`src/rtl/core/bmd_pkg.sv`:
```
// package for the broadcast message decoder: constants, result record, field helpers
`default_nettype none

package bmd_pkg;

    // packet geometry
    localparam int PKT_BYTES      = 32;
    localparam int MAX_STRING     = 19;
    localparam int HARD_STR_CAP   = 19;
    localparam int MIN_LENGTH     = 12;
    localparam int POS_W          = 5;

    // byte positions within a packet
    localparam logic [POS_W-1:0] POS_LENGTH     = 5'd0;
    localparam logic [POS_W-1:0] POS_PROTOCOL   = 5'd1;
    localparam logic [POS_W-1:0] POS_VERSION    = 5'd3;
    localparam logic [POS_W-1:0] POS_TYPE       = 5'd4;
    localparam logic [POS_W-1:0] POS_SENDER_LO  = 5'd9;
    localparam logic [POS_W-1:0] POS_SENDER_HI  = 5'd12;
    localparam logic [POS_W-1:0] POS_PAYLOAD_LO = 5'd13;
    localparam logic [POS_W-1:0] POS_PAYLOAD_HI = 5'd20;
    localparam logic [POS_W-1:0] POS_LAST       = POS_W'(PKT_BYTES - 1);
    localparam logic [POS_W-1:0] POS_NONE       = 5'd0;

    // string length byte positions per message type
    localparam logic [POS_W-1:0] LEN_POS_PAIR   = 5'd17;
    localparam logic [POS_W-1:0] LEN_POS_STRING = 5'd13;
    localparam logic [POS_W-1:0] LEN_POS_DPAIR  = 5'd21;

    // header byte values
    localparam logic [7:0] PROTOCOL_ID = 8'd1;
    localparam logic [7:0] VERSION_ID  = 8'd1;

    // message types
    localparam logic [7:0] TYPE_INT    = 8'd0;
    localparam logic [7:0] TYPE_PAIR   = 8'd1;
    localparam logic [7:0] TYPE_STRING = 8'd2;
    localparam logic [7:0] TYPE_DOUBLE = 8'd4;
    localparam logic [7:0] TYPE_DPAIR  = 8'd5;

    // result kinds
    localparam logic KIND_CHAR    = 1'b0;
    localparam logic KIND_SUMMARY = 1'b1;

    // one result record
    typedef struct packed {
        logic        kind;
        logic [7:0]  char_value;
        logic [4:0]  char_index;
        logic        accepted;
        logic [7:0]  message_type;
        logic [31:0] sender_id;
        logic [31:0] integer_value;
        logic [4:0]  string_length;
        logic        last;
    } t_result;

    // position of the string length byte, POS_NONE when the type has no string
    function automatic logic [POS_W-1:0] len_pos_of(input logic [7:0] msg_type);
        logic [POS_W-1:0] pos;
        pos = POS_NONE;
        if (msg_type == TYPE_PAIR) begin
            pos = LEN_POS_PAIR;
        end else if (msg_type == TYPE_STRING) begin
            pos = LEN_POS_STRING;
        end else if (msg_type == TYPE_DPAIR) begin
            pos = LEN_POS_DPAIR;
        end
        return pos;
    endfunction

endpackage

`default_nettype wire

```
`src/rtl/core/broadcast_message_decoder.sv`:
```
// top level: byte stream radio packet decoder with string passthrough and summary
`default_nettype none

// Takes one packet byte per transfer and accepts a byte in every cycle unless
// the decoder stalls. Each byte is held in an input register and decoded from
// there; a string character enters the output queue as its byte is decoded,
// and the summary as the packet's last byte is. Results wait in a four-entry
// output queue, so the input keeps moving while the output side stalls until
// that queue is more than half full. The double-to-integer rounding runs in a
// two-stage unit fed from the payload bytes; the last byte of a packet is held
// back until that unit has settled, which never stalls the input, as the last
// byte always comes eleven bytes after payload byte 20. Any byte flagged with
// tuser starts a new packet and drops an unfinished one without a summary.
module broadcast_message_decoder (
    input  wire logic        i_clk,
    input  wire logic        i_rst_n,
    // input stream
    input  wire logic        i_s_tvalid,
    output logic             o_s_tready,
    input  wire logic [7:0]  i_s_tdata,   // [7:0] packet_byte
    input  wire logic [0:0]  i_s_tuser,   // [0] packet_start
    // result stream
    output logic             o_m_tvalid,
    input  wire logic        i_m_tready,
    output logic [95:0]      o_m_tdata,   // [7:0] char_value, [12:8] char_index,
                                          // [13] accepted, [21:14] message_type,
                                          // [53:22] sender_id, [85:54] integer_value,
                                          // [90:86] string_length, [95:91] zero
    output logic [0:0]       o_m_tuser,   // [0] result_kind
    output logic             o_m_tlast
);
    import bmd_pkg::*;

    localparam int FIFO_DEPTH   = 4;
    localparam int PTR_W        = $clog2(FIFO_DEPTH);
    localparam int CNT_W        = PTR_W + 1;
    localparam logic [1:0] CONV_LATENCY = 2'd2;

    // input register
    logic       r_in_v;
    logic [7:0] r_in_byte;
    logic       r_in_start;

    // decoder state
    logic [POS_W-1:0] r_pos,     n_pos;
    logic [7:0]       r_len,     n_len;
    logic             r_hdr,     n_hdr;
    logic [7:0]       r_type,    n_type;
    logic [31:0]      r_sender,  n_sender;
    logic [63:0]      r_payload, n_payload;
    logic [4:0]       r_scount,  n_scount;
    logic [4:0]       r_csent,   n_csent;
    logic [1:0]       r_conv_age;

    // double conversion pipeline
    logic        r_cv_neg, r_cv_nan, r_cv_sat, r_cv_small, r_cv_round, r_cv_sticky;
    logic [30:0] r_cv_q;
    logic [31:0] r_dbl;

    // output queue
    t_result          r_fifo [FIFO_DEPTH];
    logic [PTR_W-1:0] r_wr, r_rd;
    logic [CNT_W-1:0] r_count;

    logic             w_take, w_pop, w_last, w_payload_wr;
    logic [POS_W-1:0] w_p, w_lp, w_start, w_room;
    logic [7:0]       w_cap;
    logic             w_emit_char, w_emit_sum;
    logic [1:0]       w_npush;
    t_result          w_char_res, w_sum_res;
    logic [31:0]      w_iv;

    // current position, a start flag forces byte 0
    assign w_p    = r_in_start ? POS_LENGTH : r_pos;
    assign w_last = (w_p >= POS_LAST);

    // decode one byte when the queue has room for two results and, for the last byte, the conversion has settled
    assign w_take = r_in_v && (r_count <= CNT_W'(FIFO_DEPTH - 2))
                    && !(w_last && (r_conv_age != CONV_LATENCY));
    assign o_s_tready = !r_in_v || w_take;

    // input register load
    always_ff @(posedge i_clk) begin
        if (!i_rst_n) begin
            r_in_v <= 1'b0;
        end else if (i_s_tvalid && o_s_tready) begin
            r_in_v <= 1'b1;
        end else if (w_take) begin
            r_in_v <= 1'b0;
        end
    end

    always_ff @(posedge i_clk) begin
        if (i_s_tvalid && o_s_tready) begin
            r_in_byte  <= i_s_tdata;
            r_in_start <= i_s_tuser[0];
        end
    end

    // header and field capture
    always_comb begin
        n_len     = r_len;
        n_hdr     = r_hdr;
        n_type    = r_type;
        n_sender  = r_sender;
        n_payload = r_payload;
        if (w_p == POS_LENGTH) begin
            n_len     = r_in_byte;
            n_hdr     = 1'b0;
            n_type    = TYPE_INT;
            n_sender  = '0;
            n_payload = '0;
        end else if (w_p == POS_PROTOCOL) begin
            n_hdr = (r_in_byte == PROTOCOL_ID);
        end else if (w_p == POS_VERSION) begin
            n_hdr = r_hdr && (r_in_byte == VERSION_ID) && (r_len >= 8'(MIN_LENGTH));
        end else if (w_p == POS_TYPE) begin
            n_type = r_in_byte;
        end else if (w_p >= POS_SENDER_LO && w_p <= POS_SENDER_HI) begin
            n_sender[8*(2'(w_p - POS_SENDER_LO)) +: 8] = r_in_byte;
        end
        if (w_p >= POS_PAYLOAD_LO && w_p <= POS_PAYLOAD_HI) begin
            n_payload[8*(3'(w_p - POS_PAYLOAD_LO)) +: 8] = r_in_byte;
        end
    end

    assign w_payload_wr = (w_p == POS_LENGTH)
                          || (w_p >= POS_PAYLOAD_LO && w_p <= POS_PAYLOAD_HI);

    // string length capture and character passthrough
    assign w_lp    = len_pos_of(n_type);
    assign w_start = w_lp + 5'd1;
    assign w_room  = POS_W'(PKT_BYTES) - w_start;

    always_comb begin
        w_cap = r_in_byte;
        if (w_cap > {3'b0, w_room}) begin
            w_cap = {3'b0, w_room};
        end
        if (w_cap > 8'(MAX_STRING)) begin
            w_cap = 8'(MAX_STRING);
        end
        if (w_cap > 8'(HARD_STR_CAP)) begin
            w_cap = 8'(HARD_STR_CAP);
        end
    end

    always_comb begin
        n_scount    = (w_p == POS_LENGTH) ? 5'd0 : r_scount;
        n_csent     = (w_p == POS_LENGTH) ? 5'd0 : r_csent;
        w_emit_char = 1'b0;
        if (w_lp != POS_NONE) begin
            if (w_p == w_lp) begin
                n_scount = w_cap[4:0];
            end else if (n_hdr && (w_p >= w_start) && (n_csent < n_scount)) begin
                w_emit_char = 1'b1;
                n_csent     = n_csent + 5'd1;
            end
        end
    end

    assign w_emit_sum = w_last;
    assign n_pos      = w_last ? POS_LENGTH : (w_p + 5'd1);

    // summary integer by type
    always_comb begin
        w_iv = '0;
        if (n_type == TYPE_INT || n_type == TYPE_PAIR) begin
            w_iv = n_payload[31:0];
        end else if (n_type == TYPE_DOUBLE || n_type == TYPE_DPAIR) begin
            w_iv = r_dbl;
        end
    end

    always_comb begin
        w_char_res               = '0;
        w_char_res.kind          = KIND_CHAR;
        w_char_res.char_value    = r_in_byte;
        w_char_res.char_index    = r_csent;
        w_char_res.accepted      = 1'b1;
        w_char_res.last          = 1'b0;

        w_sum_res                = '0;
        w_sum_res.kind           = KIND_SUMMARY;
        w_sum_res.accepted       = n_hdr;
        w_sum_res.message_type   = n_hdr ? n_type : 8'd0;
        w_sum_res.sender_id      = n_hdr ? n_sender : 32'd0;
        w_sum_res.integer_value  = n_hdr ? w_iv : 32'd0;
        w_sum_res.string_length  = (n_hdr && w_lp != POS_NONE) ? n_scount : 5'd0;
        w_sum_res.last           = 1'b1;
    end

    // decoder state registers
    always_ff @(posedge i_clk) begin
        if (!i_rst_n) begin
            r_pos     <= '0;
            r_len     <= '0;
            r_hdr     <= 1'b0;
            r_type    <= '0;
            r_sender  <= '0;
            r_payload <= '0;
            r_scount  <= '0;
            r_csent   <= '0;
        end else if (w_take) begin
            r_pos     <= n_pos;
            r_len     <= n_len;
            r_hdr     <= n_hdr;
            r_type    <= n_type;
            r_sender  <= n_sender;
            r_payload <= n_payload;
            r_scount  <= n_scount;
            r_csent   <= n_csent;
        end
    end

    // cycles since the payload last changed, saturating at the conversion latency
    always_ff @(posedge i_clk) begin
        if (!i_rst_n) begin
            r_conv_age <= '0;
        end else if (w_take && w_payload_wr) begin
            r_conv_age <= '0;
        end else if (r_conv_age != CONV_LATENCY) begin
            r_conv_age <= r_conv_age + 2'd1;
        end
    end

    // conversion stage 1: classify and align the mantissa
    logic        w_cv_neg;
    logic [10:0] w_cv_ex, w_sh_full;
    logic [51:0] w_cv_man;
    logic [52:0] w_m, w_q_full, w_mask;
    logic [5:0]  w_sh, w_shm1;

    assign w_cv_neg  = r_payload[63];
    assign w_cv_ex   = r_payload[62:52];
    assign w_cv_man  = r_payload[51:0];
    assign w_m       = {1'b1, w_cv_man};
    assign w_sh_full = 11'd1075 - w_cv_ex;
    assign w_sh      = w_sh_full[5:0];
    assign w_shm1    = w_sh - 6'd1;
    assign w_q_full  = w_m >> w_sh;
    assign w_mask    = (53'd1 << w_shm1) - 53'd1;

    always_ff @(posedge i_clk) begin
        r_cv_neg    <= w_cv_neg;
        r_cv_nan    <= (w_cv_ex == 11'h7FF) && (w_cv_man != '0);
        r_cv_sat    <= (w_cv_ex >= 11'd1054);
        r_cv_small  <= (w_cv_ex < 11'd1022);
        r_cv_q      <= w_q_full[30:0];
        r_cv_round  <= w_m[w_shm1];
        r_cv_sticky <= |(w_m & w_mask);
    end

    // conversion stage 2: round half to even, saturate and apply the sign
    logic        w_inc;
    logic [31:0] w_q1, w_dbl;

    assign w_inc = r_cv_round && (r_cv_sticky || r_cv_q[0]);
    assign w_q1  = {1'b0, r_cv_q} + {31'b0, w_inc};

    always_comb begin
        if (r_cv_nan || r_cv_small) begin
            w_dbl = '0;
        end else if (r_cv_sat) begin
            w_dbl = r_cv_neg ? 32'h8000_0000 : 32'h7FFF_FFFF;
        end else if (r_cv_neg) begin
            w_dbl = 32'd0 - w_q1;
        end else begin
            w_dbl = w_q1[31] ? 32'h7FFF_FFFF : w_q1;
        end
    end

    always_ff @(posedge i_clk) begin
        r_dbl <= w_dbl;
    end

    // output queue, a character goes in ahead of a summary on the same byte
    assign w_pop   = o_m_tvalid && i_m_tready;
    assign w_npush = w_take ? ({1'b0, w_emit_char} + {1'b0, w_emit_sum}) : 2'd0;

    always_ff @(posedge i_clk) begin
        if (w_take) begin
            if (w_emit_char) begin
                r_fifo[r_wr] <= w_char_res;
                if (w_emit_sum) begin
                    r_fifo[r_wr + PTR_W'(1)] <= w_sum_res;
                end
            end else if (w_emit_sum) begin
                r_fifo[r_wr] <= w_sum_res;
            end
        end
    end

    always_ff @(posedge i_clk) begin
        if (!i_rst_n) begin
            r_wr    <= '0;
            r_rd    <= '0;
            r_count <= '0;
        end else begin
            r_wr    <= r_wr + PTR_W'(w_npush);
            r_rd    <= r_rd + PTR_W'(w_pop);
            r_count <= r_count + CNT_W'(w_npush) - CNT_W'(w_pop);
        end
    end

    // result port
    t_result w_head;
    assign w_head     = r_fifo[r_rd];
    assign o_m_tvalid = (r_count != '0);
    assign o_m_tdata  = {5'b0, w_head.string_length, w_head.integer_value,
                         w_head.sender_id, w_head.message_type, w_head.accepted,
                         w_head.char_index, w_head.char_value};
    assign o_m_tuser  = w_head.kind;
    assign o_m_tlast  = w_head.last;

`ifndef ASSERT_OFF
    // queue never overfills
    a_fifo_bound: assert property (@(posedge i_clk) disable iff (!i_rst_n)
        r_count <= CNT_W'(FIFO_DEPTH))
        else $error("output queue overflow");

    // characters sent never pass the captured length
    a_chars_bound: assert property (@(posedge i_clk) disable iff (!i_rst_n)
        r_csent <= r_scount)
        else $error("more characters sent than string length");

    // only summaries close a packet
    a_last_kind: assert property (@(posedge i_clk) disable iff (!i_rst_n)
        o_m_tvalid |-> (o_m_tlast == (o_m_tuser[0] == KIND_SUMMARY)))
        else $error("tlast on a character result");

    // a rejected packet reports no fields
    a_reject_clean: assert property (@(posedge i_clk) disable iff (!i_rst_n)
        (o_m_tvalid && o_m_tlast && !o_m_tdata[13]) |-> (o_m_tdata[90:14] == '0))
        else $error("rejected summary carries data");

    // the last byte of a packet rewinds the position
    a_pos_wrap: assert property (@(posedge i_clk) disable iff (!i_rst_n)
        (w_take && w_last) |=> (r_pos == POS_LENGTH))
        else $error("position did not wrap after last byte");
`endif

endmodule

`default_nettype wire
```
`config.mk`:
```
export PLATFORM = sky130hd
export DESIGN_NAME = broadcast_message_decoder
export DESIGN_NICKNAME = d
export VERILOG_FILES = /design/src/rtl/core/bmd_pkg.sv /design/src/rtl/core/broadcast_message_decoder.sv
export SDC_FILE = /design/constraint.sdc
export NUM_CORES = 1
export LEC_CHECK = 0
export BUFFER_PORTS_ARGS = -buffer_cell sky130_fd_sc_hd__clkbuf_2
export CAP_MARGIN = 10
export CORE_AREA = 8 8 294 296
export DETAILED_ROUTE_END_ITERATION = 10
export DIE_AREA = 0 0 302 304
export GPL_TIMING_DRIVEN = 0
export SYNTH_ARGS = -nofsm -noshare
export SYNTH_HDL_FRONTEND = slang
export SYNTH_SLANG_ARGS = --single-unit
export TNS_END_PERCENT = 1
```
`constraint.sdc`:
```
create_clock -name i_clk -period 6.6 [get_ports i_clk]
set_clock_uncertainty 0.15 [all_clocks]
set_input_delay 0.66 -clock i_clk [delete_from_list [all_inputs] [get_ports i_clk]]
set_output_delay 0.66 -clock i_clk [all_outputs]
set_load 0.1 [all_outputs]
```
==> results of run 1 <==
==> synthesized netlist by cell type, types with 34 or more instances <==
master    count  area share (%)
inv_1        39            0.45
a22oi_1      54             1.3
o211a_1      39             1.2
buf_1        34            0.39
edfxtp_1    321              30
a21oi_1     117             1.8
a21o_1       51             1.2
nand3_1     162             2.5
mux4_2      138             9.6
clkbuf_1    201             2.3
nand2_1     410             4.7
o21ai_0     157             2.4
dfxtp_1     261              16
nor3_1       56            0.87
nor2_1      473             5.5
xnor2_1      44             1.2
mux2i_1      42             1.3
mux2_2       37             1.3
ha_1         42             1.6
nor2b_1      95             1.8
and2_1       68             1.3
==> layer usage <==
metal / vias to the layer above / part of all wire [%] / wire, µm
met3: 251 / 8.2 / 9160
li1: 12400 / - / -
met1: 13400 / 42 / 47300
met4: 0 / 3.9 / 4360
met2: 1268 / 45 / 50500
met5: - / 0 / 0
==> cells by family (layout without fill, tap and decap cells) <==
logic type | count (synthesis) | count (layout) | share of synthesized area [%]
mux | 218 | 218 | 12.2
buf+inv | 308 | 524 | 3.83
xor+xnor | 85 | 85 | 2.66
other cells | 1 | 6 | 0.0116
flops | 582 | 582 | 45.9
simple gates | 1401 | 1402 | 19.8
compound gates | 664 | 664 | 13.9
fa+ha+maj | 43 | 43 | 1.68
==> power by group through the flow <==
stage	sequential, mW	clock, mW	combinational [mW]
finish	3.94	3.47	1.08
CTS	3.93	3.53	1.08
global route	3.94	3.66	1.16
global placement	4.01	0	1.08
floorplan	3.96	0	0.767
detailed placement	4.01	0	1.08
==> state kept, by name, indices dropped and copies added, names as in the netlist, 3 cells and up <==
name	cells
r_count	3
r_csent	5
r_cv_q	31
r_dbl	32
r_fifo	368
r_in_byte	8
r_len	6
r_payload	64
r_pos	5
r_scount	5
r_sender	32
r_type	8
==> layout make-up <==
| type | count | area, µm² |
|---|---|---|
| inverter | 40 | 155 |
| timing repair buffer | 112 | 653 |
| sequential | 582 | 14900 |
| buffer | 263 | 1100 |
| tap | 1070 | 1340 |
| clock buffer | 70 | 1570 |
| multi-input combinational | 2417 | 16400 |
| antenna | 1 | 2.50 |
| clock inverter | 39 | 437 |
| fill | 7800 | 45100 |
==> through the flow <==
stage                     setup slack (ns)  setup TNS, ns  utilization [%]
after CTS                           0.0327              0             44.7
after floorplan                     -0.412         -32.11                -
final                                0.313              0             44.7
after global placement               -4.01       -1061.75             42.0
after global routing               -0.0210         -0.396             44.7
after detailed placement             -1.58        -495.70             42.2
==> path summary, 6_finish.rpt <==
path                                  end  slack, ns
setup / recovery  r_fifo[3][26]$_DFFE_PP_       0.31
hold / removal     r_in_byte[1]$_DFFE_PP_       0.17
setup reg to reg  r_fifo[3][26]$_DFFE_PP_       0.31
hold reg to reg          r_cv_neg$_DFF_P_       0.26
==> timing repair <==
action	CTS	global route
setup endpoints to repair	640	359
gates resized for setup	22	12
hold buffers	0	0
gates cloned	0	1
==> critical path: cells and delay by family (launching register included) <==
| family | cells | cell delay, ns |
|---|---|---|
| buffers and inverters | 5 | 1.49 |
| adder cells (fa/ha/maj) | 3 | 0.82 |
| flip-flops | 1 | 0.46 |
| AND/OR/NAND/NOR | 9 | 1.98 |
| AO/OA/AOI/OAI | 5 | 1.04 |
==> run summary, run 1 <==
outcome - complete, no violations
Post-Layout Inst Area - 36,500 µm²
met2 GRT Util - 36.8%
Die H - 304 µm
GR Layer Usage met1 - 32.5%
count of nets after finishing - 3,530
ys flop type - edfxtp_1
hold path cells - 1
CP peak stage delay - 0.56 ns
Synth Instances - 3,302
IO Count - 113
Switching Share - 26.7%
Min-Delay Path Class - primary input to register
CP Data Arrival Time - 6.47 ns
Root Buffer - clkbuf_16
vias in the first global route - 26,000
register area share after synthesis - 45.9%
fin cells - 4,594
CP max FO - 40
CTS H-tree lvls - 2
share of layout cells above drive strength 1 - 13.4%
global route hottest layer - met2
wire length per cell - 24.2 µm
CP dominant cell by count - nand2_1
die width - 302 µm
Sw Pwr - 2.27 mW
die area - 91,800 µm²
crit end category - register
Synth async-reset ratio - 0%
Rel. slew slack - 20.8%
worst slew pin tran - 1.18 ns
commonest non-fill, non-tap cell in the layout - nor2_1
CP Launch Point - r_in_start$_DFFE_PP_
P_leak - 13.2 nW
deepest clock path buffer count - 3
CP Cell Sequence - clkbuf_2 > nand2b_2 > ha_4 > and3_1 > clkbuf_2 > nand2_1 > nand2_1 > nand2_1 > o21a_1 > ha_1 > a21o_1 > a21o_1 > a21oi_1 > nand2b_1 > or4_1 > ha_1 > nand2_1 > nand2_1 > o211ai_1 > clkbuf_2 > inv_4 > buf_16
HPWL after DPL - 80.7 mm
Sequential Power Share - 46.4%
pin count of the biggest net entering global routing - 41
Final min period - 6.29 ns
worst hold start - i_s_tdata[1]
via/cell ratio - 5.95
cells on worst reg2reg path - 22
Max Cap Violations - 0
Clock Sinks - 582
CTS tree - done
total power - 8.50 mW
Crit path required time - 6.78 ns
final setup vio count - 0
placed cell area - 34,400 µm²
post-CTS setup repair buffer count - 0
Inserted Clock Buffers - 58
DR vias - 27,300
final hold vios - 0
core area - 81,600 µm²
PD cells - 233 nW/µm²
Pint - 6.22 mW
count of cell types in the netlist - 92
Worst-Skew Late Latency - 0.62 ns
initial antenna violation count - 1
Port Buffer Count - 106
clk slew on worst S/H paths - 0.07 ns
RSZ-0062 raised after global routing - yes
post-synthesis average cell area - 9.81 µm²
Yosys Warn Count - 0
Final Cycle Share - 95.3%
Yosys reg bits - 582
total placed cells including tap cells - 4,487
initial core utilization - 39.7%
GR Util met3 - 3.47%
GRT overflow - 0
post-detailed-route DRC marker count - 0
crit start category - register
WL final - 111 mm
iteration-0 DRC count of the detailed router - 3,145
first-pass GRT wire length - 167 mm
combinational share of power - 12.7%
worst vdd ir - 0.199 mV
slowest CP cell - or4_1
GRT Total Usage - 23.4%
final antenna-violating net count - 0
Clk pwr share - 40.9%
# rows - 105
r2r startpoint - r_in_start$_DFFE_PP_
Layout area overhead - 12.6%
FMAX - 159 MHz
number of synthesized flops with an enable pin - 321
RD Place Congestion - 0.981
hold_ws - 0.169 ns
CP Class - register to register
Slew Viols, Final - 0
DR pass1 iterations - 6
most frequent cells in the layout - 473 x nor2_1, 407 x nand2_1, 321 x edfxtp_1
Netlist Area Pre-Place - 32,400 µm²
Note: power is estimated with default switching activity, not from simulation.
==> inputs of run 2 (changes only) <==
--- a/config.mk
+++ b/config.mk
@@ -7,10 +7,13 @@
 export LEC_CHECK = 0
 export BUFFER_PORTS_ARGS = -buffer_cell sky130_fd_sc_hd__clkbuf_2
 export CAP_MARGIN = 10
+export CELL_PAD_IN_SITES_DETAIL_PLACEMENT = 1
+export CELL_PAD_IN_SITES_GLOBAL_PLACEMENT = 1
 export CORE_AREA = 8 8 294 296
 export DETAILED_ROUTE_END_ITERATION = 10
 export DIE_AREA = 0 0 302 304
 export GPL_TIMING_DRIVEN = 0
+export PLACE_DENSITY_LB_ADDON = 0.1
 export SYNTH_ARGS = -nofsm -noshare
 export SYNTH_HDL_FRONTEND = slang
 export SYNTH_SLANG_ARGS = --single-unit
==> run summary, run 2 (synthesis gave the netlist of run 1 again) <==
outcome - complete, no violations
share of layout cells above drive strength 1 - 13.7%
r2r startpoint - r_payload[53]$_SDFFE_PN0P_
Worst-Skew Late Latency - 0.62 ns
Clk pwr share - 41.9%
via/cell ratio - 5.97
Pint - 6.30 mW
P_leak - 13.3 nW
CP Class - register to register
wire length per cell - 28.2 µm
multi-input logic area - 16,400 µm²
Root Buffer - clkbuf_16
worst slew pin tran - 1.22 ns
Final Cycle Share - 97.1%
CP Cell Sequence - buf_4 > buf_1 > clkbuf_2 > inv_1 > ha_1 > clkbuf_1 > or4_1 > and4_1 > nor3_2 > nand3_1 > a221oi_1 > o221ai_1 > xnor2_1 > a2111oi_0 > nand4_1
Inserted Clock Buffers - 67
final setup vio count - 0
placed cell area - 34,400 µm²
GRT overflow - 0
post-detailed-route DRC marker count - 0
first-pass GRT wire length - 192 mm
Rel. slew slack - 18.4%
top flop regs - r_fifo x368, r_payload x64
DR vias - 27,500
crit start category - register
CP Launch Point - r_payload[53]$_SDFFE_PN0P_
RD Place Congestion - 0.919
CP max FO - 10
GR Layer Usage met1 - 35.0%
final cell utilization of the core - 45.0%
Sw Pwr - 2.43 mW
Worst R2R End - r_cv_sticky$_DFF_P_
ant diodes - 0
Switching Share - 27.9%
# rows - 105
Layout area overhead - 13.3%
commonest non-fill, non-tap cell in the layout - nor2_1
core area - 81,600 µm²
setup TNS - 0 ns
WL final - 130 mm
combinational share of power - 12.8%
hold_ws - 0.126 ns
most frequent cells in the layout - 473 x nor2_1, 405 x nand2_1, 321 x edfxtp_1
Clock Sinks - 582
Port Buffer Count - 106
Biggest register - r_fifo
final antenna-violating net count - 0
fin cells - 4,606
FMAX - 156 MHz
HPWL after DPL - 94.8 mm
Final min period - 6.41 ns
vias in the first global route - 28,900
die width - 302 µm
crit end category - register
Crit path required time - 6.88 ns
clk slew on worst S/H paths - 0.06 ns
initial core utilization - 39.7%
RSZ-0062 raised after global routing - no
total power - 8.73 mW
Filler cells - 9,142
Die H - 304 µm
cells on worst reg2reg path - 15
DR pass1 iterations - 5
slowest CP cell - a2111oi_0
CTS tree - done
final hold vios - 0
CP Data Arrival Time - 6.69 ns
met2 GRT Util - 47.2%
Hold-fix buffers, CTS - 0
pre-CTS WS - -2.19 ns
Min-Delay Path Class - primary input to register
count of nets after finishing - 3,541
deepest clock path buffer count - 3
CTS H-tree lvls - 3
Reg2Reg Setup Slack - 0.19 ns
CP peak stage delay - 0.70 ns
Worst setup endpoint - r_cv_sticky$_DFF_P_
total placed cells including tap cells - 4,487
Reg area - 14,900 µm²
GR Util met3 - 3.65%
Slew Viols, Final - 0
Sequential Power Share - 45.3%
global route hottest layer - met2
Post-Layout Inst Area - 36,700 µm²
die area - 91,800 µm²
PD cells - 238 nW/µm²
GRT Total Usage - 27.5%
iteration-0 DRC count of the detailed router - 2,178
initial antenna violation count - 0
worst vdd ir - 0.180 mV
worst setup margin - 0.193 ns
Max Cap Violations - 0
pin count of the biggest net entering global routing - 55
IO Count - 113
max reg flops - 368
run 2: cell types whose count changed in the layout (fill, tap and decap cells not counted), sizes merged:
cell,change
buf,+1
clkbuf,+24
nand2,+1
bufinv,-7
clkinvlp,-6
diode,-1
run 2: power groups by stage:
stage          registers (mW)  clock network [mW]  logic (mW)
3_3_place_gp             4.02                   0        1.10
4_1_cts                  3.95                3.71        1.12
5_1_grt                  3.95                3.85        1.20
6_report                 3.95                3.66        1.12
2_1_floorplan            3.96                   0       0.767
3_5_place_dp             4.03                   0        1.11
run 2: layer usage:
| metal | vias up | wire (µm) |
|---|---|---|
| li1 | 12400 | - |
| met1 | 13900 | 53800 |
| met2 | 939 | 63700 |
| met3 | 255 | 6840 |
| met4 | 0 | 5470 |
| met5 | - | 0 |
run 2: final cells by class:
class	instances	area share (%)
multi-input cells	2418	44.7
flip-flops and latches	582	40.5
clock buffers	94	5.16
well taps	1070	3.65
plain buffers	263	3.03
repair buffers	113	1.78
clock inverters	26	0.777
inverters	40	0.423
run 2: critical path: cells and delay by family, from the launching register on:
family                   cells  cell delay [ns]
adder cells (fa/ha/maj)      1             0.25
XOR/XNOR                     1             0.26
buffers and inverters        5             1.71
flip-flops                   1             0.47
AND/OR/NAND/NOR              5             1.70
AO/OA/AOI/OAI                3             1.67
run 2: worst min-delay path by stage:
stage / slack (ns) / to / from / depth (start not counted)
after detailed placement: 0.29 / r_fifo[1][82]$_SDFFE_PP0P_ / r_fifo[1][82]$_SDFFE_PP0P_ / 2
after floorplan: 0.18 / r_cv_neg$_DFF_P_ / r_payload[63]$_SDFFE_PN0P_ / 0
final: 0.13 / r_in_start$_DFFE_PP_ / i_s_tuser / 1
after global routing: 0.11 / r_in_byte[2]$_DFFE_PP_ / i_s_tdata[2] / 1
after global placement: 0.28 / r_fifo[1][84]$_SDFFE_PP0P_ / r_fifo[1][84]$_SDFFE_PP0P_ / 2
after CTS: 0.1 / r_in_byte[2]$_DFFE_PP_ / i_s_tdata[2] / 1
run 2: timing repair:
action / CTS / global route
gates cloned: 1 / 1
gates resized for setup: 32 / 14
endpoints found under the hold margin: 0 / 0
buffers inserted: 1 / 0
pin swaps: 2 / 0
endpoints found under the setup margin: 674 / 341
